==> src/hdl/xcfr_pkg.sv <==
package xcfr_pkg;

    localparam int unsigned JOB_LEN_W  = 7;
    localparam int unsigned STORE_AW_W = 6;

    localparam logic OP_BYTE = 1'b0;
    localparam logic OP_TICK = 1'b1;

    localparam logic [2:0] ST_PAYLOAD = 3'd0;
    localparam logic [2:0] ST_ADDR    = 3'd1;
    localparam logic [2:0] ST_LEN     = 3'd2;
    localparam logic [2:0] ST_CSUM    = 3'd3;
    localparam logic [2:0] ST_TAIL    = 3'd4;
    localparam logic [2:0] ST_TIMEOUT = 3'd5;

    localparam logic [2:0] CFG_HEADER_FIRST  = 3'd0;
    localparam logic [2:0] CFG_HEADER_SECOND = 3'd1;
    localparam logic [2:0] CFG_MODULE_ADDR   = 3'd2;
    localparam logic [2:0] CFG_MAX_LENGTH    = 3'd3;
    localparam logic [2:0] CFG_TAIL_VALUE    = 3'd4;
    localparam logic [2:0] CFG_TIMEOUT_TICKS = 3'd5;

    typedef enum logic [2:0] {
        PH_HUNT1,
        PH_HUNT2,
        PH_ADDR,
        PH_LEN,
        PH_DATA,
        PH_CSUM,
        PH_TAIL
    } t_phase;

    typedef enum logic [1:0] {
        B_IDLE,
        B_READ,
        B_SEND
    } t_bstate;

    // status only for errors; a run carries ST_PAYLOAD and its length
    typedef struct packed {
        logic [2:0]           status;
        logic [JOB_LEN_W-1:0] len;
    } t_job;

    typedef struct packed {
        logic                  en;
        logic [STORE_AW_W-1:0] addr;
        logic [7:0]            data;
    } t_store_wr;

endpackage

==> src/hdl/xcfr_front.sv <==
module xcfr_front #(
    parameter int MAX_PAYLOAD = 32
) (
    input  logic               i_clk,
    input  logic               i_rst_n,
    input  logic               i_cfg_valid,
    output logic               o_cfg_ready,
    input  logic [2:0]         i_cfg_index,
    input  logic [15:0]        i_cfg_data,
    input  logic               i_valid,
    output logic               o_stall,
    input  logic               i_opcode,
    input  logic [7:0]         i_rx_byte,
    output logic               o_enq,
    output xcfr_pkg::t_job     o_job,
    input  logic               i_q_ready,
    input  logic               i_busy,
    output xcfr_pkg::t_store_wr o_wr
);
    import xcfr_pkg::*;

    localparam int LW = $clog2(MAX_PAYLOAD + 1);

    logic [7:0]  r_hdr1, r_hdr2, r_addr, r_tail;
    logic [5:0]  r_maxlen;
    logic [15:0] r_tmo;

    t_phase      r_phase, n_phase;
    logic [7:0]  r_xor, n_xor;
    logic [LW-1:0] r_len, n_len;
    logic [LW-1:0] r_taken, n_taken;
    logic [15:0] r_elapsed, n_elapsed;

    logic          acc;
    logic          in_frame;
    logic [15:0]   tick_inc;
    logic          len_bad;
    logic [LW-1:0] taken_inc;

    assign o_cfg_ready = 1'b1;
    assign o_stall     = !i_q_ready || (r_phase == PH_DATA && i_busy);
    assign acc         = i_valid && !o_stall;
    assign in_frame    = r_phase inside {[PH_ADDR:PH_TAIL]};
    assign tick_inc    = (r_elapsed == 16'hFFFF) ? r_elapsed : r_elapsed + 16'd1;
    assign len_bad     = (i_rx_byte > {2'b00, r_maxlen}) || (i_rx_byte > 8'(MAX_PAYLOAD));
    assign taken_inc   = r_taken + LW'(1);

    always_ff @(posedge i_clk) begin
        if (!i_rst_n) begin
            r_hdr1   <= 8'h55;
            r_hdr2   <= 8'hAA;
            r_addr   <= 8'h01;
            r_maxlen <= 6'd28;
            r_tail   <= 8'hF0;
            r_tmo    <= 16'd300;
        end else if (i_cfg_valid) begin
            case (i_cfg_index)
                CFG_HEADER_FIRST:  r_hdr1   <= i_cfg_data[7:0];
                CFG_HEADER_SECOND: r_hdr2   <= i_cfg_data[7:0];
                CFG_MODULE_ADDR:   r_addr   <= i_cfg_data[7:0];
                CFG_MAX_LENGTH:    r_maxlen <= i_cfg_data[5:0];
                CFG_TAIL_VALUE:    r_tail   <= i_cfg_data[7:0];
                CFG_TIMEOUT_TICKS: r_tmo    <= i_cfg_data;
                default: ;
            endcase
        end
    end

    // next state
    always_comb begin
        n_phase   = r_phase;
        n_xor     = r_xor;
        n_len     = r_len;
        n_taken   = r_taken;
        n_elapsed = r_elapsed;
        if (acc) begin
            if (i_opcode == OP_TICK) begin
                if (in_frame) begin
                    n_elapsed = tick_inc;
                    if (tick_inc > r_tmo) n_phase = PH_HUNT1;
                end
            end else begin
                case (r_phase)
                    PH_HUNT1: begin
                        if (i_rx_byte == r_hdr1) n_phase = PH_HUNT2;
                    end
                    PH_HUNT2: begin
                        if (i_rx_byte == r_hdr2) begin
                            n_phase   = PH_ADDR;
                            n_xor     = 8'h00;
                            n_elapsed = 16'd0;
                        end else if (i_rx_byte != r_hdr1) begin
                            n_phase = PH_HUNT1;
                        end
                    end
                    PH_ADDR: begin
                        n_xor   = r_xor ^ i_rx_byte;
                        n_phase = (i_rx_byte == r_addr) ? PH_LEN : PH_HUNT1;
                    end
                    PH_LEN: begin
                        n_xor = r_xor ^ i_rx_byte;
                        if (len_bad) begin
                            n_phase = PH_HUNT1;
                        end else begin
                            n_len   = LW'(i_rx_byte);
                            n_taken = '0;
                            n_phase = (i_rx_byte == 8'h00) ? PH_CSUM : PH_DATA;
                        end
                    end
                    PH_DATA: begin
                        n_xor   = r_xor ^ i_rx_byte;
                        n_taken = taken_inc;
                        if (taken_inc >= r_len) n_phase = PH_CSUM;
                    end
                    PH_CSUM: begin
                        n_xor   = r_xor ^ i_rx_byte;
                        n_phase = PH_TAIL;
                    end
                    default: n_phase = PH_HUNT1;
                endcase
            end
        end
    end

    // queue requests and store writes
    always_comb begin
        o_enq = 1'b0;
        o_job = '0;
        o_wr  = '0;
        if (acc) begin
            if (i_opcode == OP_TICK) begin
                if (in_frame && tick_inc > r_tmo) begin
                    o_enq        = 1'b1;
                    o_job.status = ST_TIMEOUT;
                end
            end else begin
                case (r_phase)
                    PH_ADDR: begin
                        if (i_rx_byte != r_addr) begin
                            o_enq        = 1'b1;
                            o_job.status = ST_ADDR;
                        end
                    end
                    PH_LEN: begin
                        if (len_bad) begin
                            o_enq        = 1'b1;
                            o_job.status = ST_LEN;
                        end
                    end
                    PH_DATA: begin
                        o_wr.en   = 1'b1;
                        o_wr.addr = STORE_AW_W'(r_taken);
                        o_wr.data = i_rx_byte;
                    end
                    PH_TAIL: begin
                        if (r_xor != 8'h00) begin
                            o_enq        = 1'b1;
                            o_job.status = ST_CSUM;
                        end else if (i_rx_byte != r_tail) begin
                            o_enq        = 1'b1;
                            o_job.status = ST_TAIL;
                        end else if (r_len != '0) begin
                            o_enq        = 1'b1;
                            o_job.status = ST_PAYLOAD;
                            o_job.len    = JOB_LEN_W'(r_len);
                        end
                    end
                    default: ;
                endcase
            end
        end
    end

    always_ff @(posedge i_clk) begin
        if (!i_rst_n) begin
            r_phase   <= PH_HUNT1;
            r_xor     <= 8'h00;
            r_len     <= '0;
            r_taken   <= '0;
            r_elapsed <= 16'd0;
        end else begin
            r_phase   <= n_phase;
            r_xor     <= n_xor;
            r_len     <= n_len;
            r_taken   <= n_taken;
            r_elapsed <= n_elapsed;
        end
    end

    a_enq_room: assert property (@(posedge i_clk) disable iff (!i_rst_n)
        o_enq |-> i_q_ready)
        else $error("request pushed into full queue");

    a_taken_bound: assert property (@(posedge i_clk) disable iff (!i_rst_n)
        r_phase == PH_DATA |-> r_taken < r_len)
        else $error("payload count past frame length");

    a_idle_ticks: assert property (@(posedge i_clk) disable iff (!i_rst_n)
        (acc && i_opcode == OP_TICK && !in_frame) |=> $stable(r_elapsed))
        else $error("tick counted outside a frame");

endmodule

==> src/hdl/xcfr_queue.sv <==
module xcfr_queue (
    input  logic           i_clk,
    input  logic           i_rst_n,
    input  logic           i_push,
    input  xcfr_pkg::t_job i_job,
    output logic           o_ready,
    output logic           o_valid,
    output xcfr_pkg::t_job o_job,
    input  logic           i_pop
);
    import xcfr_pkg::*;

    t_job       r_q [2];
    logic       r_wp, r_rp;
    logic [1:0] r_cnt;

    assign o_ready = (r_cnt != 2'd2);
    assign o_valid = (r_cnt != 2'd0);
    assign o_job   = r_q[r_rp];

    always_ff @(posedge i_clk) begin
        if (i_push) r_q[r_wp] <= i_job;
    end

    always_ff @(posedge i_clk) begin
        if (!i_rst_n) begin
            r_wp  <= 1'b0;
            r_rp  <= 1'b0;
            r_cnt <= 2'd0;
        end else begin
            if (i_push) r_wp <= !r_wp;
            if (i_pop)  r_rp <= !r_rp;
            case ({i_push, i_pop})
                2'b10:   r_cnt <= r_cnt + 2'd1;
                2'b01:   r_cnt <= r_cnt - 2'd1;
                default: r_cnt <= r_cnt;
            endcase
        end
    end

    a_no_overflow: assert property (@(posedge i_clk) disable iff (!i_rst_n)
        i_push && !i_pop |-> r_cnt != 2'd2)
        else $error("queue overflow");

    a_no_underflow: assert property (@(posedge i_clk) disable iff (!i_rst_n)
        i_pop |-> r_cnt != 2'd0)
        else $error("queue underflow");

    a_count_step: assert property (@(posedge i_clk) disable iff (!i_rst_n)
        (i_push && !i_pop) |=> r_cnt == $past(r_cnt) + 2'd1)
        else $error("queue count out of step");

endmodule

==> src/hdl/xcfr_back.sv <==
module xcfr_back #(
    parameter int MAX_PAYLOAD = 32
) (
    input  logic                i_clk,
    input  logic                i_rst_n,
    input  xcfr_pkg::t_store_wr i_wr,
    input  logic                i_job_valid,
    input  xcfr_pkg::t_job      i_job,
    output logic                o_pop,
    output logic                o_active,
    output logic                o_valid,
    input  logic                i_stall,
    output logic [2:0]          o_status,
    output logic [7:0]          o_payload_byte,
    output logic [4:0]          o_payload_index,
    output logic                o_last
);
    import xcfr_pkg::*;

    localparam int LW = $clog2(MAX_PAYLOAD + 1);
    localparam int AW = (MAX_PAYLOAD > 1) ? $clog2(MAX_PAYLOAD) : 1;

    logic [7:0] r_mem [MAX_PAYLOAD];
    logic [7:0] r_rd;

    t_bstate       r_state, n_state;
    logic [LW-1:0] r_k, r_len;
    logic          r_out_valid;
    logic [2:0]    r_status;
    logic [7:0]    r_byte;
    logic [4:0]    r_index;
    logic          r_last;

    logic out_free, is_last, load_err, load_pay;

    assign out_free = !r_out_valid || !i_stall;
    assign is_last  = (r_k + LW'(1)) == r_len;

    always_ff @(posedge i_clk) begin
        if (i_wr.en) r_mem[i_wr.addr[AW-1:0]] <= i_wr.data;
    end

    always_ff @(posedge i_clk) begin
        r_rd <= r_mem[r_k[AW-1:0]];
    end

    // next state
    always_comb begin
        n_state = r_state;
        case (r_state)
            B_IDLE: begin
                if (i_job_valid && out_free && i_job.status == ST_PAYLOAD) n_state = B_READ;
            end
            B_READ: n_state = B_SEND;
            B_SEND: begin
                if (out_free) n_state = is_last ? B_IDLE : B_READ;
            end
            default: n_state = B_IDLE;
        endcase
    end

    // outputs
    always_comb begin
        o_pop    = 1'b0;
        load_err = 1'b0;
        load_pay = 1'b0;
        case (r_state)
            B_IDLE: begin
                o_pop    = i_job_valid && out_free;
                load_err = o_pop && i_job.status != ST_PAYLOAD;
            end
            B_SEND:  load_pay = out_free;
            default: ;
        endcase
    end

    always_ff @(posedge i_clk) begin
        if (o_pop) begin
            r_k   <= '0;
            r_len <= LW'(i_job.len);
        end else if (load_pay) begin
            r_k <= r_k + LW'(1);
        end
        if (load_err) begin
            r_status <= i_job.status;
            r_byte   <= 8'h00;
            r_index  <= 5'd0;
            r_last   <= 1'b1;
        end else if (load_pay) begin
            r_status <= ST_PAYLOAD;
            r_byte   <= r_rd;
            r_index  <= 5'(r_k);
            r_last   <= is_last;
        end
    end

    always_ff @(posedge i_clk) begin
        if (!i_rst_n) begin
            r_state     <= B_IDLE;
            r_out_valid <= 1'b0;
        end else begin
            r_state <= n_state;
            if (load_err || load_pay) r_out_valid <= 1'b1;
            else if (!i_stall)        r_out_valid <= 1'b0;
        end
    end

    assign o_active        = (r_state != B_IDLE);
    assign o_valid         = r_out_valid;
    assign o_status        = r_status;
    assign o_payload_byte  = r_byte;
    assign o_payload_index = r_index;
    assign o_last          = r_last;

    a_run_bound: assert property (@(posedge i_clk) disable iff (!i_rst_n)
        r_state == B_SEND |-> r_k < r_len)
        else $error("run index past length");

    a_store_quiet: assert property (@(posedge i_clk) disable iff (!i_rst_n)
        i_wr.en |-> (r_state == B_IDLE && !i_job_valid))
        else $error("store written while a run is pending");

    a_error_last: assert property (@(posedge i_clk) disable iff (!i_rst_n)
        (r_out_valid && r_status != ST_PAYLOAD) |-> r_last)
        else $error("error item without last mark");

endmodule

==> src/hdl/xor_checked_frame_receiver_top.sv <==
// channel   | direction | handshake               | payload
// ----------+-----------+-------------------------+------------------------------------------
// input     | in        | i_valid / o_stall       | i_opcode, i_rx_byte
// result    | out       | o_valid / i_stall       | o_status, o_payload_byte, o_payload_index,
//           |           |                         | o_last
// config    | in        | i_cfg_valid/o_cfg_ready | i_cfg_index, i_cfg_data
//
// Front parser takes one request per cycle while o_stall is low; a 2-entry queue feeds the emitter.
// A good frame's payload is read from the store byte by byte through a read and a send state
// (registered read, then output register); error items go straight to the output register.
// Data-phase requests stall while the queue holds a request or a run is being emitted;
// every request stalls while the queue is full.
// Reset is synchronous active low; the payload store has no reset.
module xor_checked_frame_receiver_top #(
    parameter int MAX_PAYLOAD = 32
) (
    input  logic        i_clk,
    input  logic        i_rst_n,
    input  logic        i_cfg_valid,
    output logic        o_cfg_ready,
    input  logic [2:0]  i_cfg_index,
    input  logic [15:0] i_cfg_data,
    input  logic        i_valid,
    output logic        o_stall,
    input  logic        i_opcode,
    input  logic [7:0]  i_rx_byte,
    output logic        o_valid,
    input  logic        i_stall,
    output logic [2:0]  o_status,
    output logic [7:0]  o_payload_byte,
    output logic [4:0]  o_payload_index,
    output logic        o_last
);
    import xcfr_pkg::*;

    logic      enq, q_ready, q_valid, pop, back_active, busy;
    t_job      enq_job, q_job;
    t_store_wr wr;

    assign busy = q_valid || back_active;

    xcfr_front #(.MAX_PAYLOAD(MAX_PAYLOAD)) u_front (
        .i_clk       (i_clk),
        .i_rst_n     (i_rst_n),
        .i_cfg_valid (i_cfg_valid),
        .o_cfg_ready (o_cfg_ready),
        .i_cfg_index (i_cfg_index),
        .i_cfg_data  (i_cfg_data),
        .i_valid     (i_valid),
        .o_stall     (o_stall),
        .i_opcode    (i_opcode),
        .i_rx_byte   (i_rx_byte),
        .o_enq       (enq),
        .o_job       (enq_job),
        .i_q_ready   (q_ready),
        .i_busy      (busy),
        .o_wr        (wr)
    );

    xcfr_queue u_queue (
        .i_clk   (i_clk),
        .i_rst_n (i_rst_n),
        .i_push  (enq),
        .i_job   (enq_job),
        .o_ready (q_ready),
        .o_valid (q_valid),
        .o_job   (q_job),
        .i_pop   (pop)
    );

    xcfr_back #(.MAX_PAYLOAD(MAX_PAYLOAD)) u_back (
        .i_clk           (i_clk),
        .i_rst_n         (i_rst_n),
        .i_wr            (wr),
        .i_job_valid     (q_valid),
        .i_job           (q_job),
        .o_pop           (pop),
        .o_active        (back_active),
        .o_valid         (o_valid),
        .i_stall         (i_stall),
        .o_status        (o_status),
        .o_payload_byte  (o_payload_byte),
        .o_payload_index (o_payload_index),
        .o_last          (o_last)
    );

endmodule
==> config.mk <==
export PLATFORM = sky130hd
export DESIGN_NAME = xor_checked_frame_receiver_top
export DESIGN_NICKNAME = d
export VERILOG_FILES = /design/src/hdl/xcfr_pkg.sv /design/src/hdl/xcfr_front.sv /design/src/hdl/xcfr_queue.sv /design/src/hdl/xcfr_back.sv /design/src/hdl/xor_checked_frame_receiver_top.sv
export SDC_FILE = /design/constraint.sdc
export NUM_CORES = 1
export LEC_CHECK = 0
export BUFFER_PORTS_ARGS = -buffer_cell sky130_fd_sc_hd__buf_2
export CAP_MARGIN = 20
export CORE_AREA = 2 2 164 206
export DETAILED_ROUTE_END_ITERATION = 8
export DIE_AREA = 0 0 166 208
export PLACE_DENSITY_LB_ADDON = 0.2
export RECOVER_POWER = 100
export SLEW_MARGIN = 20
export SYNTH_ARGS = -nofsm -noshare
export SYNTH_HDL_FRONTEND = slang
export SYNTH_SLANG_ARGS = --single-unit
==> constraint.sdc <==
create_clock -name i_clk -period 5.53 [get_ports i_clk]
set_clock_uncertainty 0.15 [all_clocks]
set_input_delay 0.553 -clock i_clk [delete_from_list [all_inputs] [get_ports i_clk]]
set_output_delay 0.553 -clock i_clk [all_outputs]
set_load 0.01 [all_outputs]
* Word-level counts from Yosys, hierarchy flattened
Memories as Yosys holds them, arrays and structs flattened. A register that Yosys moved wholly into a read port is not among the register bits.
Index checks and enable logic that the tools add are counted.
** Storage, ports and cells
- Flip-flop bits (word level) :: 129
- Bits in latches :: 0
- Memory bits (writable) :: 276
- Bits in read-only memories :: 0
- Input port bits :: 33
- Output and inout port bits :: 20
- Word-level logic and storage cells :: 182
- Memories kept :: 2
** Memory list
- u_back.r_mem :: words 32, bits a word 8, rd ports 1, clocked after Yosys merged registers in 1, write ports 1, line xcfr_back.sv:23 : logic [7:0] r_mem [MAX_PAYLOAD];
- u_queue.r_q :: words 2, bits a word 10, rd ports 1, clocked after Yosys merged registers in 1, write ports 1, line xcfr_queue.sv:13 : t_job r_q [2];
** Operators by class
- $add $sub $neg :: 5
- $mul :: 0
- Divide/modulo/power cells :: 0
- Magnitude comparators :: 6
- Equality and inequality tests :: 34
- Shift operators :: 0
- Mux-type cells :: 63
- Bitwise gates (word level) :: 3
- Reduce and logical (&&, ||, !) cells :: 47
** Operators with widths (count)
- two-way mux 16 bit :: 5
- two-way mux 15 bit :: 3
- two-way mux 3 bit :: 14
- == test 8 bit :: 3
- != test 8 bit :: 3
- two-way mux 1 bit :: 22
- two-way mux 7 bit :: 3
- two-way mux 6 bit :: 3
- one-hot mux 3 bit (6 select lines) :: 1
- adder 16 x 1 -> 16 bit (second input constant) :: 1
- == test 16 bit (second input constant) :: 1
- > comparator 16 bit :: 1
- one-hot mux 8 bit (2 select lines) :: 1
- AND reduction 4 bit :: 4
- nonzero test 2 bit :: 8
- == test 3 bit (second input constant) :: 5
- AND reduction 2 bit :: 7
- adder 6 x 1 -> 6 bit (second input constant) :: 2
- == test 3 x 2 -> 1 bit (second input constant) :: 4
- != test 2 x 1 -> 1 bit (second input constant) :: 6
- one-hot mux 6 bit (2 select lines) :: 1
- two-way mux 10 bit :: 1
- logical NOT 3 bit :: 3
- one-hot mux 3 bit (3 select lines) :: 1
- other kinds (32) :: 55

* Logic depth before layout (Yosys ltp)
- Word-level depth :: 9
- Depth in mapped cells :: 16
- Gate-level depth less buffers :: 16

* Modules after synthesis
From an unflattened synthesis, not the netlist that was laid out.
** Unflattened totals
- Cells, all modules :: 1303
- Area, all modules :: 17820.8 um2
** Modules (own cells, without submodules)
- xcfr_back :: instances 1, cells an instance 530, area an instance 11298.3 um2, seq. area each 8578.2 um2
- xcfr_front :: instances 1, cells an instance 719, area an instance 5581.6 um2, seq. area each 1861.8 um2
- xcfr_queue :: instances 1, cells an instance 53, area an instance 934.6 um2, seq. area each 700.7 um2
- xor_checked_frame_receiver_top :: instances 1, cells an instance 1, area an instance 6.3 um2, seq. area each 0.0 um2

* Worst setup path after synthesis
Ideal clock, no wire load.
- Kind :: register to register
- Start :: reg u_front.r_elapsed[0]
- End :: reg u_queue.r_cnt[1]
- Library setup time :: 0.076 ns
- Arrival :: 3.559 ns
- Required time :: 5.304 ns
- Slack :: 1.745 ns
- Cell stages (with the launch flop) :: 16
- Path buffers :: 1
- Period minus slack after synthesis :: 3.785 ns
- Cell sequence :: dfxtp_1 -> ha_1 -> nand3_1 -> or3_1 -> clkbuf_1 -> nand4_1 -> xnor2_1 -> ha_1 -> nand4_1 -> nor3_1 -> a21boi_1 -> o311ai_4 -> a31o_2 -> ha_1 -> or3_1 -> a21boi_0
** On the way
- Cells in the longest elaborated chain, start to end :: 9
- Elaborated cells on any way between the ends :: 12
- Classes of those cells :: add/sub (1); order compare (1); eq/ne (3); mux (5); reduce/logical (2)
** RTL lines
- start, declared :: line xcfr_front.sv:32 : logic [15:0] r_elapsed, n_elapsed;
- start signal, assigned :: line xcfr_front.sv:186 : r_elapsed <= n_elapsed;
- adder 16 x 1 -> 16 bit / == test 16 bit (equally long branches) :: line xcfr_front.sv:44 : assign tick_inc = (r_elapsed == 16'hFFFF) ? r_elapsed : r_elapsed + 16'd1;
- two-way mux 16 bit (*) :: line xcfr_front.sv:44
- > comparator 16 bit (*) :: line xcfr_front.sv:132 : if (in_frame && tick_inc > r_tmo) begin
- logical AND 1 bit (*) :: line xcfr_front.sv:132
- two-way mux 1 bit (*) :: line xcfr_front.sv:132
- two-way mux 1 bit (*) :: line xcfr_front.sv:131 : if (i_opcode == OP_TICK) begin
- two-way mux 1 bit (*) :: line xcfr_front.sv:130 : if (acc) begin
- == test 2 x 1 -> 1 bit / == test 2 bit (equally long branches) :: line xcfr_queue.sv:33 : case ({i_push, i_pop})
- one-hot mux 2 bit (2 select lines) / nonzero test 2 bit (equally long branches)
- end signal, assigned :: line xcfr_queue.sv:34 : 2'b10: r_cnt <= r_cnt + 2'd1;
- end signal, assigned :: line xcfr_queue.sv:35 : 2'b01: r_cnt <= r_cnt - 2'd1;
- end signal, assigned :: line xcfr_queue.sv:36 : default: r_cnt <= r_cnt;
- end, declared :: line xcfr_queue.sv:15 : logic [1:0] r_cnt;
Every way passes the cells marked *; elsewhere a longest branch is shown, timed or not.
A chain may end at the register's enable or synchronous reset.

* Worst setup path in the final report
Ends and elaborated chain as after synthesis.

==> metrics.yaml <==
yosys:
  synth_edf_count: 283
  asyncSetResetFlopFracSynth_pct: 0
  synth_sequential_area_ratio_pct: 62.79
  ys_types: 66
  postSynth.topFlopCell: "sky130_fd_sc_hd__edfxtp_1"
  synthesis.nets: 1357
  syn_area_sq_um: 17650
  post_synth_top_area_cell: "sky130_fd_sc_hd__edfxtp_1"
  post_synth_inst_count: 1292
  synth.area.top_cells: "sky130_fd_sc_hd__edfxtp_1 48%, sky130_fd_sc_hd__dfxtp_1 15%, sky130_fd_sc_hd__mux4_2 10%"
  yosys.area.top_type_share_pct: 48.16
  syn_avg_cell_area_sq_um: 13.66
  synth.ff_latch_count: 412
  yosys_warnings: 0
timing:
  setup_slack_ns: 0.8466
  totalNegativeSetupSlack_ns: 0
  finalCritPeriodShare_pct: 84.69
  worstMarginPinSlew_ns: 3.063
  worst_slew_margin_rel_pct: -104.2
  max_freq_mhz: 213.5
  setup_repair_after_global_routing_missed_its_margin: "false"
  layout_min_cycle_time_ns: 4.683
  hold_slack_ns: 0.09891
  report.final.setup_viol: 0
  finalHoldViolCount: 0
  fin_max_slew_vios: 337
setup_path:
  cpPeakStageDelay_ns: 0.73
  endpoint: "u_queue.r_cnt[1]"
  timing.critical_path.fanout_max: 11
  worst_r2r_end: "u_queue.r_cnt[1]"
  end_kind: "flip-flop"
  worst_r2r_path_depth: 14
  reg2reg_setup_slack_ns: 0.85
  crit_top_cell: "sky130_fd_sc_hd__ha_1"
  cp-start-kind: "flip-flop"
  critical_path_cell_by_cell: "ha_1 -> nand3_1 -> or3_1 -> nand4_1 -> xnor2_1 -> ha_1 -> a41oi_1 -> o21ai_0 -> o2bb2ai_1 -> o311ai_0 -> a31o_2 -> ha_1 -> or3_1 -> a21boi_0"
  worst_ep_arrival_time_ns: 4.98
  worstSetupPathType: "flip-flop to flip-flop"
  critical-path-slowest-cell: "sky130_fd_sc_hd__o311ai_0"
  setup.worst_path.start: "u_front.r_elapsed[0]"
  critical_path_data_required_time_ns: 5.83
  rr_startpoint: "u_front.r_elapsed[0]"
power_and_ir_drop:
  net-switching-power_mw: 1.528
  total_power_mw: 6.912
  power.internal_mw: 5.384
  peak_supply_drop_mv: 0.2662
  seq_power_share_pct: 49.7
  p_per_area_nw_per_um2: 353.6
  share_comb_of_total_power_pct: 7.2
  switching_share_pct: 22.10
  clock_power_share_pct: 43.1
  p_leak_nw: 7.290
routing:
  via_count: 10140
  routed_wire_length_per_instance_um: 20.75
  drtIter0Drc: 802
  routed_wirelength_mm: 36.86
  met2_routed_wl_mm: 18.86
  drt_drc: 0
  final_antenna_net_count: 0
  met3_wirelength_mm: 1.406
  vias_per_cell: 5.709
  route.layer.met1.wl_mm: 15.26
  drt_pre_antenna_iters: 7
  maxUsedRoutingLayer: "met4"
floorplanning:
  rows: 74
  floorplan.die_area_sq_um: 34530
  top_level_ports: 53
  die_height_um: 208
  core_sq_um: 32500
  die_w_um: 166
  initial_cell_density_of_the_core_pct: 54.30
final_layout:
  final_nets: 1392
  drive_above_1_share_pct: 15.18
  commonest_non_fill_non_tap_cell_in_the_layout: "sky130_fd_sc_hd__edfxtp_1"
  fin_util_pct: 60.14
  finalNonFillerCells: 1776
  most-common-layout-cells: "283 x sky130_fd_sc_hd__edfxtp_1, 173 x sky130_fd_sc_hd__nand2_1, 128 x sky130_fd_sc_hd__dfxtp_1"
  areaGrowthSynthToFinish_pct: 10.76
  finish.instance_area_sq_um: 19550
  fill_cells: 2517
place:
  place_hpwl_mm: 24.18
  placedCellCount: 1703
  port_buffers: 51
  post_dp_cell_area_sq_um: 18190
  place_congestion: 0.8017
  pre_cts_setup_slack_ns: 1.144
grt:
  grt.overflow.total: 0
  first_global_vias: 10150
  grt_use_total_pct: 21.51
  initial_antenna_violation_count: 0
  wire_length_of_the_first_global_routing_pass_mm: 57.85
  grt_max_degree: 81
clocking:
  cts.sink_count: 412
  cts.clk_slew.worst_paths_ns: 0.06
  cts_post_setup_buffers_inserted: 0
  cts_tree: "yes"
  postCtsHoldBufs: 0
  max-clock-path-buffers: 3
  post_cts_resized: 0
  cts.htree.levels: 2
  worst_skew_pair.late_latency_ns: 0.55
  clock_tree.root_cell: "sky130_fd_sc_hd__clkbuf_16"
  cts_inserted_buffers: 40
outcome:
  failed_checks: "max-capacitance violations, max-slew violations"
  run_status: "finished with violations"
job:
  drv_cap: 9
worst_hold_path:
  worstHoldPathType: "input pin to flip-flop"
## final cells by class
class,count,area (sq um),share of cell area (%)
antenna,1,2.502,0.01280
timing repair buffer,60,282.8,1.447
inverter,36,135.1,0.6913
clock inverter,25,370.4,1.895
tap,418,523.0,2.676
sequential,412,11080,56.70
clock buffer,47,1077,5.511
multi-input combinational,777,6073,31.07
## Yosys cell counts (19+ instances only)
| library cell | n |
|---|---|
| sky130_fd_sc_hd__nand2_1 | 173 |
| sky130_fd_sc_hd__dfxtp_1 | 129 |
| sky130_fd_sc_hd__edfxtp_1 | 283 |
| sky130_fd_sc_hd__ha_1 | 32 |
| sky130_fd_sc_hd__xnor2_1 | 19 |
| sky130_fd_sc_hd__and2_1 | 19 |
| sky130_fd_sc_hd__a21oi_1 | 29 |
| sky130_fd_sc_hd__nor2b_1 | 23 |
| sky130_fd_sc_hd__nand3_1 | 31 |
| sky130_fd_sc_hd__a21boi_0 | 35 |
| sky130_fd_sc_hd__mux4_2 | 80 |
| sky130_fd_sc_hd__nor2_1 | 80 |
| sky130_fd_sc_hd__xor2_1 | 53 |
| sky130_fd_sc_hd__o21ai_0 | 35 |
| sky130_fd_sc_hd__inv_1 | 35 |
| sky130_fd_sc_hd__clkbuf_1 | 37 |
## worst min-delay path by stage
stage / start / to / slack (ns) / depth (start not counted)
final: i_cfg_data[8] / u_front.r_tmo[8] / 0.1 / 3
after global placement: u_back.r_rd[5] / u_back.o_payload_byte[5] / 0.26 / 2
after detailed placement: u_back.r_rd[2] / u_back.o_payload_byte[2] / 0.28 / 2
after global routing: i_cfg_data[8] / u_front.r_tmo[8] / 0.1 / 3
after floorplan: u_back.r_rd[0] / u_back.o_payload_byte[0] / 0.25 / 2
after CTS: i_cfg_data[8] / u_front.r_tmo[8] / 0.07 / 3
## sequential cells by signal, summed over array words and instances, names as in the netlist, 8 cells and up, named ones only
register               flops
u_front.r_tail             8
u_front.r_hdr1             8
u_front.r_addr             8
u_back.r_mem             256
u_front.r_elapsed         16
u_front.r_hdr2             8
u_front.r_tmo             16
u_back.r_rd                8
u_queue.r_q               18
u_front.r_xor              8
u_back.o_payload_byte      8
## worst max-delay path, delay by kind of cell (launching register included)
family	cells	cell delay, ns
compound gates	6	1.66
fa+ha+maj	3	0.81
flops	1	0.45
xor+xnor	1	0.14
simple gates	4	1.38
## power by group through the flow
stage / combinational (mW) / clock (mW) / sequential [mW]
after detailed placement: 0.504 / 0 / 3.51
after global placement: 0.498 / 0 / 3.51
final: 0.495 / 2.98 / 3.44
after CTS: 0.507 / 3.03 / 3.44
after global routing: 0.545 / 3.15 / 3.46
after floorplan: 0.452 / 0 / 3.44
## kinds of logic after synthesis
logic type,share of synthesized area (%)
adder cells (fa/ha/maj),2.269
XOR/XNOR,3.573
buffers and inverters,2.652
flip-flops,62.79
AO/OA/AOI/OAI,5.495
other,0.02125
multiplexers,11.96
AND/OR/NAND/NOR,11.24
## layer usage
layer / vias up / global-route usage (%)
met5: - / 0
met4: 0 / 8.036
met3: 69 / 3.196
met2: 217 / 37.59
met1: 5019 / 27.27
li1: 4835 / -
Note: power is estimated with default switching activity, not from simulation.
